[config.mk]
export PLATFORM = sky130hd
export DESIGN_NAME = line_follow_steering_control
export DESIGN_NICKNAME = d
export VERILOG_FILES = /design/src/rtl/core/lfsc_pkg.sv /design/src/rtl/core/line_follow_steering_control.sv
export SDC_FILE = /design/constraint.sdc
export NUM_CORES = 1
export LEC_CHECK = 0
export BUFFER_PORTS_ARGS = -buffer_cell sky130_fd_sc_hd__buf_2
export CORE_MARGIN = 2
export CORE_UTILIZATION = 50
export CTS_CLUSTER_SIZE = 20
export DETAILED_ROUTE_END_ITERATION = 8
export PLACE_DENSITY = 0.68
export SETUP_SLACK_MARGIN = 0.1
export SYNTH_ARGS = -nofsm -noshare
export SYNTH_HDL_FRONTEND = slang
export SYNTH_SLANG_ARGS = --single-unit
[constraint.sdc]
create_clock -name aclk -period 19.6 [get_ports aclk]
set_clock_uncertainty 0.05 [all_clocks]
set_input_delay 4.9 -clock aclk [delete_from_list [all_inputs] [get_ports aclk]]
set_output_delay 4.9 -clock aclk [all_outputs]
set_load 0.02 [all_outputs]
[src/rtl/core/lfsc_pkg.sv]
// ----------------------------------------------------------------------------
// lfsc_pkg: shared types and constants of the line follower steering control
// Field widths, register indexes, reset values and the sequencer state type.
// ----------------------------------------------------------------------------
package lfsc_pkg;

    localparam int SENSOR_W = 5;
    localparam int SPEED_W  = 7;
    localparam int GAIN_W   = 6;
    localparam int DUTY_W   = 11;
    localparam int ERR_W    = 4;
    localparam int CFG_IDX_W  = 3;
    localparam int CFG_DATA_W = 7;

    localparam logic [DUTY_W-1:0] DUTY_MAX = 11'd2047;

    // register indexes on the configuration port
    localparam logic [CFG_IDX_W-1:0] CFG_BASE_SPEED   = 3'd0;
    localparam logic [CFG_IDX_W-1:0] CFG_SPEED_CAP    = 3'd1;
    localparam logic [CFG_IDX_W-1:0] CFG_DRIVE_FLOOR  = 3'd2;
    localparam logic [CFG_IDX_W-1:0] CFG_STEER_GAIN   = 3'd3;
    localparam logic [CFG_IDX_W-1:0] CFG_ALLOW_REV    = 3'd4;
    localparam logic [CFG_IDX_W-1:0] CFG_MIRROR       = 3'd5;
    localparam logic [CFG_IDX_W-1:0] CFG_SEARCH_TURN  = 3'd6;
    localparam logic [CFG_IDX_W-1:0] CFG_LINE_LEVEL   = 3'd7;

    // reset values
    localparam logic [SPEED_W-1:0] RST_BASE_SPEED  = 7'd68;
    localparam logic [SPEED_W-1:0] RST_SPEED_CAP   = 7'd100;
    localparam logic [SPEED_W-1:0] RST_DRIVE_FLOOR = 7'd50;
    localparam logic [GAIN_W-1:0]  RST_STEER_GAIN  = 6'd32;
    localparam logic               RST_ALLOW_REV   = 1'b1;
    localparam logic               RST_MIRROR      = 1'b0;
    localparam logic [SPEED_W-1:0] RST_SEARCH_TURN = 7'd40;
    localparam logic               RST_LINE_LEVEL  = 1'b0;

    typedef enum logic [2:0] {
        ST_IDLE,
        ST_DIV,
        ST_MUL,
        ST_LEFT,
        ST_RIGHT,
        ST_DONE
    } lfsc_state_t;

endpackage

[src/rtl/core/line_follow_steering_control.sv]
// ----------------------------------------------------------------------------
// line_follow_steering_control: five-sensor proportional steering
// Position error from five line sensors, differential wheel speeds, PWM duty.
// ----------------------------------------------------------------------------
// One sensor transaction is worked by a small sequencer; s_ready is high
// again only once the sequencer is back in ST_IDLE, and the time per
// transaction varies. The spread comes from the wait for the output slot and
// from the position-error divide, done by repeated subtraction of the active
// sensor count (one subtract per cycle, quotient 0..4).
// After that come the gain multiply, one state per wheel (ST_LEFT, ST_RIGHT)
// through the shared speed shaping and duty multiply unit, and ST_DONE to
// load the output register. The result sits in that register until the sink
// takes it; the next sensor transaction can be accepted meanwhile, and only
// the final load waits for the output slot. Configuration writes are taken
// in every cycle (cfg_ready is always high) and must only be issued while
// the block is idle. Duty is speed times PERIOD_TICKS/100, saturated at 2047.
module line_follow_steering_control
    import lfsc_pkg::*;
#(
    parameter int PERIOD_TICKS = 2000
) (
    input  logic                      aclk,
    input  logic                      aresetn,

    // configuration write channel
    input  logic                      cfg_valid,
    output logic                      cfg_ready,
    input  logic [CFG_IDX_W-1:0]      cfg_index,
    input  logic [CFG_DATA_W-1:0]     cfg_data,

    // sensor input channel
    input  logic                      s_valid,
    output logic                      s_ready,
    input  logic [SENSOR_W-1:0]       s_sensors,

    // wheel command output channel
    output logic                      m_valid,
    input  logic                      m_ready,
    output logic                      m_left_reverse,
    output logic [DUTY_W-1:0]         m_left_duty,
    output logic                      m_right_reverse,
    output logic [DUTY_W-1:0]         m_right_duty,
    output logic signed [ERR_W-1:0]   m_track_error,
    output logic                      m_line_lost
);

    // duty scale: compare counts per percent
    localparam int DUTY_SCALE = PERIOD_TICKS / 100;
    localparam int SCALE_W    = $clog2(DUTY_SCALE + 1);
    localparam int PROD_W     = SPEED_W + SCALE_W;
    localparam int EXT_W      = (PROD_W > DUTY_W) ? PROD_W : DUTY_W;
    localparam logic [SCALE_W-1:0] SCALE_V = SCALE_W'(DUTY_SCALE);

    // speed arithmetic width: base (0..127) plus/minus gain*error (|.| <= 252)
    localparam int V_W    = 11;
    localparam int TURN_W = 11;

    // ------------------------------------------------------------------
    // Configuration registers
    // ------------------------------------------------------------------
    logic [SPEED_W-1:0] base_speed_reg,  base_speed_next;
    logic [SPEED_W-1:0] speed_cap_reg,   speed_cap_next;
    logic [SPEED_W-1:0] drive_floor_reg, drive_floor_next;
    logic [GAIN_W-1:0]  steer_gain_reg,  steer_gain_next;
    logic               allow_rev_reg,   allow_rev_next;
    logic               mirror_reg,      mirror_next;
    logic [SPEED_W-1:0] search_turn_reg, search_turn_next;
    logic               line_level_reg,  line_level_next;

    assign cfg_ready = 1'b1;

    always_comb begin
        base_speed_next  = base_speed_reg;
        speed_cap_next   = speed_cap_reg;
        drive_floor_next = drive_floor_reg;
        steer_gain_next  = steer_gain_reg;
        allow_rev_next   = allow_rev_reg;
        mirror_next      = mirror_reg;
        search_turn_next = search_turn_reg;
        line_level_next  = line_level_reg;
        if (cfg_valid) begin
            unique case (cfg_index)
                CFG_BASE_SPEED:  base_speed_next  = cfg_data[SPEED_W-1:0];
                CFG_SPEED_CAP:   speed_cap_next   = cfg_data[SPEED_W-1:0];
                CFG_DRIVE_FLOOR: drive_floor_next = cfg_data[SPEED_W-1:0];
                CFG_STEER_GAIN:  steer_gain_next  = cfg_data[GAIN_W-1:0];
                CFG_ALLOW_REV:   allow_rev_next   = cfg_data[0];
                CFG_MIRROR:      mirror_next      = cfg_data[0];
                CFG_SEARCH_TURN: search_turn_next = cfg_data[SPEED_W-1:0];
                CFG_LINE_LEVEL:  line_level_next  = cfg_data[0];
                default: ;
            endcase
        end
    end

    always_ff @(posedge aclk) begin
        if (!aresetn) begin
            base_speed_reg  <= RST_BASE_SPEED;
            speed_cap_reg   <= RST_SPEED_CAP;
            drive_floor_reg <= RST_DRIVE_FLOOR;
            steer_gain_reg  <= RST_STEER_GAIN;
            allow_rev_reg   <= RST_ALLOW_REV;
            mirror_reg      <= RST_MIRROR;
            search_turn_reg <= RST_SEARCH_TURN;
            line_level_reg  <= RST_LINE_LEVEL;
        end else begin
            base_speed_reg  <= base_speed_next;
            speed_cap_reg   <= speed_cap_next;
            drive_floor_reg <= drive_floor_next;
            steer_gain_reg  <= steer_gain_next;
            allow_rev_reg   <= allow_rev_next;
            mirror_reg      <= mirror_next;
            search_turn_reg <= search_turn_next;
            line_level_reg  <= line_level_next;
        end
    end

    // ------------------------------------------------------------------
    // Sensor decode at acceptance: active count and weighted sum.
    // Weights, right to left: +4 +2 0 -2 -4. The sum is kept as magnitude
    // and sign so the divide works on unsigned values and truncates to zero.
    // ------------------------------------------------------------------
    logic [SENSOR_W-1:0] hit;
    logic [2:0]          hit_cnt;
    logic [2:0]          pos_w, neg_w;
    logic [2:0]          sum_abs;
    logic                sum_neg;

    assign hit     = ~(s_sensors ^ {SENSOR_W{line_level_reg}});
    assign hit_cnt = 3'(hit[0]) + 3'(hit[1]) + 3'(hit[2]) + 3'(hit[3]) + 3'(hit[4]);
    assign pos_w   = (hit[0] ? 3'd4 : 3'd0) + (hit[1] ? 3'd2 : 3'd0);
    assign neg_w   = (hit[4] ? 3'd4 : 3'd0) + (hit[3] ? 3'd2 : 3'd0);
    assign sum_neg = (neg_w > pos_w);
    assign sum_abs = sum_neg ? (neg_w - pos_w) : (pos_w - neg_w);

    // ------------------------------------------------------------------
    // Sequencer registers
    // ------------------------------------------------------------------
    lfsc_state_t              state_reg, state_next;
    logic [2:0]               cnt_reg, cnt_next;
    logic [2:0]               rem_reg, rem_next;
    logic [2:0]               quo_reg, quo_next;
    logic                     neg_reg, neg_next;
    logic                     lost_reg, lost_next;
    logic signed [ERR_W-1:0]  err_reg, err_next;
    logic signed [ERR_W-1:0]  rem_err_reg, rem_err_next;   // last error seen on line
    logic signed [TURN_W-1:0] turn_reg, turn_next;
    logic                     lrev_reg, lrev_next;
    logic [DUTY_W-1:0]        lduty_reg, lduty_next;
    logic                     rrev_reg, rrev_next;
    logic [DUTY_W-1:0]        rduty_reg, rduty_next;

    // output register
    logic                     out_valid_reg, out_valid_next;
    logic                     out_load;
    logic                     out_lrev_reg;
    logic [DUTY_W-1:0]        out_lduty_reg;
    logic                     out_rrev_reg;
    logic [DUTY_W-1:0]        out_rduty_reg;
    logic signed [ERR_W-1:0]  out_err_reg;
    logic                     out_lost_reg;

    // ------------------------------------------------------------------
    // Shared wheel unit: speed, shaping, direction and duty for one wheel.
    // ST_LEFT uses base + turn, ST_RIGHT base - turn.
    // ------------------------------------------------------------------
    logic                     wheel_right;
    logic signed [TURN_W-1:0] turn_sel;
    logic signed [V_W-1:0]    base_s, max_s, min_s, search_s;
    logic signed [V_W-1:0]    v_raw, v_cap, v_clamp, v_track, v_search, v_wheel;
    logic signed [V_W-1:0]    v_abs;
    logic [SPEED_W-1:0]       mag;
    logic                     w_rev;
    logic [PROD_W-1:0]        prod;
    logic [EXT_W-1:0]         prod_ext;
    logic [DUTY_W-1:0]        w_duty;

    assign wheel_right = (state_reg == ST_RIGHT);
    assign turn_sel    = wheel_right ? -turn_reg : turn_reg;
    assign base_s      = $signed({{(V_W-SPEED_W){1'b0}}, base_speed_reg});
    assign max_s       = $signed({{(V_W-SPEED_W){1'b0}}, speed_cap_reg});
    assign min_s       = $signed({{(V_W-SPEED_W){1'b0}}, drive_floor_reg});
    assign search_s    = -$signed({{(V_W-SPEED_W){1'b0}}, search_turn_reg});

    // tracking: cap, optional reverse clamp, raise to the drive floor
    assign v_raw   = base_s + V_W'(turn_sel);
    assign v_cap   = (v_raw > max_s) ? max_s : v_raw;
    assign v_clamp = (!allow_rev_reg && v_cap[V_W-1]) ? '0 : v_cap;
    assign v_track = (!v_clamp[V_W-1] && v_clamp != '0 && v_clamp < min_s) ? min_s : v_clamp;

    // search: inner wheel reverses toward the remembered side
    always_comb begin
        v_search = base_s;
        if (err_reg > 0) begin
            v_search = wheel_right ? search_s : base_s;
        end else if (err_reg < 0) begin
            v_search = wheel_right ? base_s : search_s;
        end
    end

    assign v_wheel  = lost_reg ? v_search : v_track;
    assign w_rev    = v_wheel[V_W-1];
    assign v_abs    = -v_wheel;
    // forward speed never exceeds 127; reverse magnitude saturates at the cap
    assign mag      = w_rev ? ((v_abs > max_s) ? speed_cap_reg : v_abs[SPEED_W-1:0])
                            : v_wheel[SPEED_W-1:0];
    assign prod     = PROD_W'(mag) * PROD_W'(SCALE_V);
    assign prod_ext = EXT_W'(prod);
    assign w_duty   = (prod_ext > EXT_W'(DUTY_MAX)) ? DUTY_MAX : prod_ext[DUTY_W-1:0];

    // ------------------------------------------------------------------
    // Sequencer next state
    // ------------------------------------------------------------------
    assign s_ready  = (state_reg == ST_IDLE);
    assign out_load = (state_reg == ST_DONE) && (!out_valid_reg || m_ready);

    always_comb begin
        state_next   = state_reg;
        cnt_next     = cnt_reg;
        rem_next     = rem_reg;
        quo_next     = quo_reg;
        neg_next     = neg_reg;
        lost_next    = lost_reg;
        err_next     = err_reg;
        rem_err_next = rem_err_reg;
        turn_next    = turn_reg;
        lrev_next    = lrev_reg;
        lduty_next   = lduty_reg;
        rrev_next    = rrev_reg;
        rduty_next   = rduty_reg;
        unique case (state_reg)
            ST_IDLE: begin
                if (s_valid) begin
                    cnt_next   = hit_cnt;
                    rem_next   = sum_abs;
                    neg_next   = sum_neg;
                    quo_next   = '0;
                    lost_next  = (hit_cnt == 3'd0);
                    state_next = ST_DIV;
                end
            end
            ST_DIV: begin
                if (lost_reg) begin
                    err_next   = rem_err_reg;
                    state_next = ST_MUL;
                end else if (rem_reg >= cnt_reg) begin
                    rem_next = rem_reg - cnt_reg;
                    quo_next = quo_reg + 3'd1;
                end else begin
                    // all five active gives sum 0, hence error 0
                    err_next     = (neg_reg ^ mirror_reg) ? -$signed({1'b0, quo_reg})
                                                          : $signed({1'b0, quo_reg});
                    rem_err_next = err_next;
                    state_next   = ST_MUL;
                end
            end
            ST_MUL: begin
                turn_next  = TURN_W'($signed({{(TURN_W-ERR_W){err_reg[ERR_W-1]}}, err_reg})
                           * $signed({{(TURN_W-GAIN_W){1'b0}}, steer_gain_reg}));
                state_next = ST_LEFT;
            end
            ST_LEFT: begin
                lrev_next  = w_rev;
                lduty_next = w_duty;
                state_next = ST_RIGHT;
            end
            ST_RIGHT: begin
                rrev_next  = w_rev;
                rduty_next = w_duty;
                state_next = ST_DONE;
            end
            ST_DONE: begin
                if (out_load) begin
                    state_next = ST_IDLE;
                end
            end
            default: state_next = ST_IDLE;
        endcase
    end

    assign out_valid_next = out_load || (out_valid_reg && !m_ready);

    always_ff @(posedge aclk) begin
        if (!aresetn) begin
            state_reg     <= ST_IDLE;
            rem_err_reg   <= '0;
            out_valid_reg <= 1'b0;
        end else begin
            state_reg     <= state_next;
            rem_err_reg   <= rem_err_next;
            out_valid_reg <= out_valid_next;
        end
    end

    // working and payload registers, no reset
    always_ff @(posedge aclk) begin
        cnt_reg   <= cnt_next;
        rem_reg   <= rem_next;
        quo_reg   <= quo_next;
        neg_reg   <= neg_next;
        lost_reg  <= lost_next;
        err_reg   <= err_next;
        turn_reg  <= turn_next;
        lrev_reg  <= lrev_next;
        lduty_reg <= lduty_next;
        rrev_reg  <= rrev_next;
        rduty_reg <= rduty_next;
        if (out_load) begin
            out_lrev_reg  <= lrev_reg;
            out_lduty_reg <= lduty_reg;
            out_rrev_reg  <= rrev_reg;
            out_rduty_reg <= rduty_reg;
            out_err_reg   <= err_reg;
            out_lost_reg  <= lost_reg;
        end
    end

    assign m_valid         = out_valid_reg;
    assign m_left_reverse  = out_lrev_reg;
    assign m_left_duty     = out_lduty_reg;
    assign m_right_reverse = out_rrev_reg;
    assign m_right_duty    = out_rduty_reg;
    assign m_track_error   = out_err_reg;
    assign m_line_lost     = out_lost_reg;

endmodule

* Yosys cells after proc, flatten, opt, wreduce, memory -nomap -nowiden
Index checks and enable logic that the tools add are counted.
Cells by class: $add $sub $neg 15, multipliers 2, divide/modulo/power cells 0, magnitude comparators 8, eq/ne operators 18, shifts and indexed selects 0, mux-type cells 33, bitwise gates (word level) 5, reduce and logical (&&, ||, !) cells 29
Operator list (count):
- 2-to-1 mux 11 bit | 10
- 2-to-1 mux 3 bit | 13
- greater-than comparator 11 x 8 -> 1 bit | 2
- negator 11 bit | 2
- AND reduction 2 bit | 10
- equality test 3 bit, second input constant | 6
- case mux 3 bit (6 select lines) | 1
- 2-to-1 mux 7 bit | 2
- equality test 3 x 2 -> 1 bit, second input constant | 4
- greater-than comparator 12 x 11 -> 1 bit, second input constant | 1
- 2-to-1 mux 4 bit | 3
- case mux 3 bit (2 select lines) | 2
- adder 8 x 11 -> 11 bit | 1
- less-than comparator 11 x 8 -> 1 bit | 1
- multiplier 4 x 7 -> 11 bit | 1
- negator 7 -> 11 bit | 1
- nonzero test 11 bit | 1
- multiplier 7 x 3 -> 10 bit, second input constant | 1
- != test 2 bit, second input constant | 5
- zero test 3 bit | 3
- subtractor 3 bit | 3
- adder 3 x 1 -> 3 bit | 2
- adder 3 x 2 -> 3 bit | 2
- equality test 3 x 1 -> 1 bit, second input constant | 2
- 20 further kinds | 31
Storage, ports and cells: register bits 124, latch bits 0, memory bits (writable) 0, bits in read-only memories 0, input port bits 20, output and inout port bits 32, logic and storage cells 138, memories 0

* Logic depth before layout (Yosys ltp)
depth after elaboration 19, mapped depth 58, gate-level depth less buffers 55

* Worst setup path before layout
OpenSTA, ideal clock, no wires.
kind flip-flop to flip-flop, start point reg state_reg[1], end point reg lduty_reg[3] (data pin), setup time 0.263 ns, arrival 11.204 ns, data required time 19.287 ns, slack 8.083 ns, cell stages (with the launch flop) 57, buffers on the path 3, clock period less this slack 11.517 ns, cell sequence dfxtp_1 > buf_6 > or3b_4 > inv_2 > a21o_1 > inv_1 > fa_1 > inv_1 > ha_1 > nor2b_1 > o21ai_0 > nand2b_1 > a21oi_1 > nor2b_1 > o21ai_0 > nand2b_1 > a221o_1 > ha_1 > (+21 left out) > o21ai_0 > nand2b_1 > a21oi_1 > a41oi_1 > or3_1 > or3_4 > a22oi_4 > nor2_2 > mux2_4 > a21o_1 > ha_1 > ha_1 > fa_1 > a21o_1 > a21o_1 > a21oi_1 > a21oi_2 > a211o_1
On the way: cells in the longest elaborated chain, start to end 19, elaborated cells on any way between the ends 25, those cells by class 2 x add/sub; 1 x mul; 4 x order compare; 1 x eq/ne; 12 x mux; 5 x reduce/logical
RTL lines:
- start, declared | RTL line line_follow_steering_control.sv:139 | lfsc_state_t state_reg, state_next;
- start signal, assigned | RTL line line_follow_steering_control.sv:289 | state_reg <= state_next;
- equality test 3 bit (*) | RTL line line_follow_steering_control.sv:178 | assign wheel_right = (state_reg == ST_RIGHT);
- branches (longest 10 deep; another with adder 8 x 11 -> 11 bit)
- 2-to-1 mux 11 bit (*) | RTL line line_follow_steering_control.sv:201 | assign v_wheel = lost_reg ? v_search : v_track;
- negator 11 bit | RTL line line_follow_steering_control.sv:203 | assign v_abs = -v_wheel;
- greater-than comparator 11 x 8 -> 1 bit | RTL line line_follow_steering_control.sv:205 | assign mag = w_rev ? ((v_abs > max_s) ? speed_cap_reg : v_abs[SPEED_W-1:0])
- 2-to-1 mux 7 bit | RTL line line_follow_steering_control.sv:205
- 2-to-1 mux 7 bit (*) | RTL line line_follow_steering_control.sv:205
- multiplier 7 x 3 -> 10 bit (*) | RTL line line_follow_steering_control.sv:207 | assign prod = PROD_W'(mag) * PROD_W'(SCALE_V);
- net prod[11] | RTL line line_follow_steering_control.sv:174 | logic [PROD_W-1:0] prod;
- greater-than comparator 12 x 11 -> 1 bit (*) | RTL line line_follow_steering_control.sv:209 | assign w_duty = (prod_ext > EXT_W'(DUTY_MAX)) ? DUTY_MAX : prod_ext[DUTY_W-1:0];
- 2-to-1 mux 11 bit (*) | RTL line line_follow_steering_control.sv:209
- net w_duty[3] | RTL line line_follow_steering_control.sv:176 | logic [DUTY_W-1:0] w_duty;
- end signal, assigned | RTL line line_follow_steering_control.sv:305 | lduty_reg <= lduty_next;
- end, declared | RTL line line_follow_steering_control.sv:149 | logic [DUTY_W-1:0] lduty_reg, lduty_next;
Mark *: on every way through the listed nets, which the timed path passes. A chain may end at the register's enable or synchronous reset.

* Worst setup path after layout
start point reg state_reg[2], end point reg rduty_reg[3] (data pin)
On the way: cells in the longest elaborated chain, start to end 19, elaborated cells on any way between the ends 25, those cells by class 2 x add/sub; 1 x mul; 4 x order compare; 1 x eq/ne; 12 x mux; 5 x reduce/logical
RTL lines:
- equality test 3 bit (*) | RTL line line_follow_steering_control.sv:178
- branches (longest 10 deep; another with adder 8 x 11 -> 11 bit)
- 2-to-1 mux 11 bit (*) | RTL line line_follow_steering_control.sv:201
- negator 11 bit | RTL line line_follow_steering_control.sv:203
- greater-than comparator 11 x 8 -> 1 bit | RTL line line_follow_steering_control.sv:205
- 2-to-1 mux 7 bit | RTL line line_follow_steering_control.sv:205
- 2-to-1 mux 7 bit (*) | RTL line line_follow_steering_control.sv:205
- multiplier 7 x 3 -> 10 bit (*) | RTL line line_follow_steering_control.sv:207
- net prod[11] | RTL line line_follow_steering_control.sv:174
- greater-than comparator 12 x 11 -> 1 bit (*) | RTL line line_follow_steering_control.sv:209
- 2-to-1 mux 11 bit (*) | RTL line line_follow_steering_control.sv:209
- net w_duty[3] | RTL line line_follow_steering_control.sv:176
- end signal, assigned | RTL line line_follow_steering_control.sv:307 | rduty_reg <= rduty_next;
- end, declared | RTL line line_follow_steering_control.sv:151 | logic [DUTY_W-1:0] rduty_reg, rduty_next;
Marked as above.

==> flow_metrics.env <==
export IMPL_ir_drop_v=0.0000584
export IMPL_clockRootBuffer="clkbuf_16"
export IMPL_power_leakage_nw=3.91
export IMPL_rows=46
export IMPL_synth_seq_cells=120
export IMPL_fin_nets=960
export IMPL_wl_per_cell_microns=16.8
export IMPL_antenna_left=0
export IMPL_ys_async_sr_fraction_pct=0
export IMPL_worstHoldStart="rduty_reg[6]"
export IMPL_clockBufferDepth=2
export IMPL_r2r_start="state_reg[2]"
export IMPL_hold_path_end="m_right_duty[6]"
export IMPL_tns_ps=0
export IMPL_avgSynthCellArea_sq_um=9.93
export IMPL_setup_viol=0
export IMPL_num_vias=5907
export IMPL_clock_sinks=120
export IMPL_critPathArrivalTime_ps=13280
export IMPL_yosys_top_cells_area="edfxtp_1, dfxtp_1, ha_1"
export IMPL_cp_required_ps=19710
export IMPL_cts_setup_buffers=0
export IMPL_vias_per_cell=5.46
export IMPL_holdCritPathClass="reg -> reg"
export IMPL_wirelength_microns=18200
export IMPL_largest_reg_flops=11
export IMPL_yosysTopAreaCellShare_pct=28.1
export IMPL_yosys_warnings=0
export IMPL_crit_fanout=17
export IMPL_worstSetupPathType="reg -> reg"
export IMPL_drt_iter0_markers=278
export IMPL_cp_slowest_stage_delay_ps=540
export IMPL_rsz0062_at_grt="false"
export IMPL_max_freq_ghz=0.0759
export IMPL_antenna_found_initial=0
export IMPL_p_per_area_nw_per_um2=103
export IMPL_dp_final_hpwl_microns=13700
export IMPL_h_tree_depth=4
export IMPL_cts_tree="built"
export IMPL_clkSlewWorstSetupHoldPaths_ps=60
export IMPL_drive_above_1_share_pct=12.1
export IMPL_grt_usage_pct=22.5
export IMPL_place_congestion=0.899
export IMPL_grt_pass1_wl_microns=29300
export IMPL_cpMaxStageDelayCell="or3b_4"
export IMPL_core_area_sq_um=15800
export IMPL_drv_slew=0
export IMPL_dpl_worst_slack_ps=6520
export IMPL_status="finished, final reports clean"
export IMPL_start_kind="flop"
export IMPL_worst_slack_ps=6430
export IMPL_fin_total_pwr_mw=0.925
export IMPL_chipHeight_microns=131
export IMPL_clk_insertion_delay_late_ps=420
export IMPL_ios=52
export IMPL_n_antenna_cell=0
export IMPL_io_buffers=50
export IMPL_overflow=0
export IMPL_synth_area_leader_cell="edfxtp_1"
export IMPL_cts_made_buffers=17
export IMPL_synth_edf_count=75
export IMPL_start_util_pct=50.8
export IMPL_drtPass1Iterations=4
export IMPL_min_path_cells=0
export IMPL_hold_viol=0
export IMPL_min_period_ps=13170
export IMPL_area_growth_pct=12.4
export IMPL_multi_input_area_sq_um=4500
export IMPL_min_period_over_period_pct=67.2
export IMPL_endpoint_kind="flop"
export IMPL_yosysSeqAreaShare_pct=39.3
export IMPL_cp_common_cell="ha_1"
export IMPL_cts_hold_buffers=0
export IMPL_synth_cell_types=75
export IMPL_ctsResizeCount=0
export IMPL_register_area_sq_um=3150
export IMPL_nFillCells=1429
export IMPL_dieArea_sq_um=17100
export IMPL_maxCapViolCount=0
export IMPL_r2r_setup_slack_ps=6430
export IMPL_syn_num_nets=914
export IMPL_chipWidth_microns=131
export IMPL_synthCells=807
export IMPL_slew_headroom_pct=34.4
export IMPL_drc=0
export IMPL_ys_flop_type="edfxtp_1"
export IMPL_worst_pin_slew_ps=984
export IMPL_r2r_end="rduty_reg[3]"
export IMPL_grt_max_degree=46
export IMPL_grt_pass1_vias=5842
export IMPL_crit_start="state_reg[2]"
export IMPL_reg2reg_depth=51
export IMPL_syn_area_sq_um=8020
[how the worst max path moves through the flow]
stage                        end  slack (ps)  depth (start not counted)
floorplan           lduty_reg[3]        8080                         56
global placement    lduty_reg[3]        6790                         51
detailed placement  rduty_reg[3]        6520                         52
CTS                 lduty_reg[3]        6520                         51
global route        rduty_reg[3]        5660                         51
finish              rduty_reg[3]        6430                         51
[placed cells by master (no fill, tap or decap), types with 20 or more instances in the layout]
cell type	netlist	routed
nor2_1	52	51
edfxtp_1	75	75
inv_1	61	61
mux2i_1	38	38
nand2_1	85	85
o21ai_0	21	21
a21oi_1	37	37
nor2b_1	28	28
buf_2	2	50
ha_1	72	72
xnor2_1	26	26
dfxtp_1	45	45
xor2_1	20	20
[worst max-delay path: cells and delay by family (launching register included)]
family | cells | cell delay [ps]
mux | 2 | 660
simple gates | 11 | 2180
xor+xnor | 1 | 380
flops | 1 | 500
compound gates | 25 | 5760
fa+ha+maj | 9 | 2890
buf+inv | 3 | 450
[report_power, final]
group	internal, mW	switching [mW]
clock network	0.199	0.111
logic	0.123	0.174
registers	0.302	0.0153
total	0.625	0.300
[synthesized netlist by cell type, types with 3 or more instances]
| cell type | number |
|---|---|
| a211o_1 | 4 |
| a211oi_1 | 3 |
| a211oi_2 | 3 |
| a21boi_0 | 14 |
| a21o_1 | 12 |
| a21oi_1 | 37 |
| a221o_1 | 3 |
| a311oi_1 | 3 |
| a31oi_1 | 7 |
| and2_1 | 12 |
| and3_1 | 6 |
| buf_4 | 3 |
| buf_6 | 3 |
| clkbuf_1 | 17 |
| dfxtp_1 | 45 |
| edfxtp_1 | 75 |
| fa_1 | 15 |
| ha_1 | 72 |
| inv_1 | 61 |
| mux2_2 | 4 |
| mux2i_1 | 38 |
| nand2_1 | 85 |
| nand2b_1 | 16 |
| nand3_1 | 16 |
| nand3b_1 | 4 |
| nand4_1 | 6 |
| nor2_1 | 52 |
| nor2b_1 | 28 |
| nor3_1 | 19 |
| nor3b_1 | 3 |
| nor4_1 | 3 |
| o21a_1 | 8 |
| o21ai_0 | 21 |
| o21ai_1 | 3 |
| o21bai_1 | 5 |
| o31ai_1 | 4 |
| or2_1 | 4 |
| or3_1 | 6 |
| xnor2_1 | 26 |
| xor2_1 | 20 |
[routing by layer]
metal	part of all wire [%]	routed length [microns]	track usage, %
met1	47	8490	28.6
met2	48	8650	37.6
met3	3.1	559	3.75
met4	2.6	477	10.5
met5	0	0	0
[per-stage QoR]
| step | utilization, % | hold slack [ps] | instances | cell area (sq um) |
|---|---|---|---|---|
| global placement | 53.4 | 351 | 1050 | 8420 |
| floorplan | - | 350 | 807 | 8020 |
| detailed placement | 53.4 | 355 | 1050 | 8420 |
| finish | 57.1 | 366 | 1082 | 9010 |
| global route | 57.1 | 372 | 1082 | 9010 |
| CTS | 57.1 | 368 | 1082 | 9010 |
[kinds of logic (layout without fill, tap and decap cells)]
| logic type | Yosys count | after routing | share of synthesized area, % |
|---|---|---|---|
| AOI/OAI and AO/OA | 148 | 148 | 12.9 |
| adders and majority gates | 87 | 87 | 15.0 |
| buffers and inverters | 87 | 146 | 4.53 |
| muxes | 45 | 45 | 5.78 |
| and+or+nand+nor | 273 | 273 | 17.4 |
| DFF | 120 | 120 | 39.3 |
| other | 1 | 1 | 0.0468 |
| xor gates and xnor gates | 46 | 46 | 5.03 |
[final cells by class]
type                    instances  area share (%)
clock inverters                12            1.68
multi-input cells             600            50.0
well taps                     216            3.00
flip-flops and latches        120            35.0
clock buffers                  20            4.85
inverters                      62            2.58
repair buffers                 52            2.94
Power figures use the tool's default switching activity.
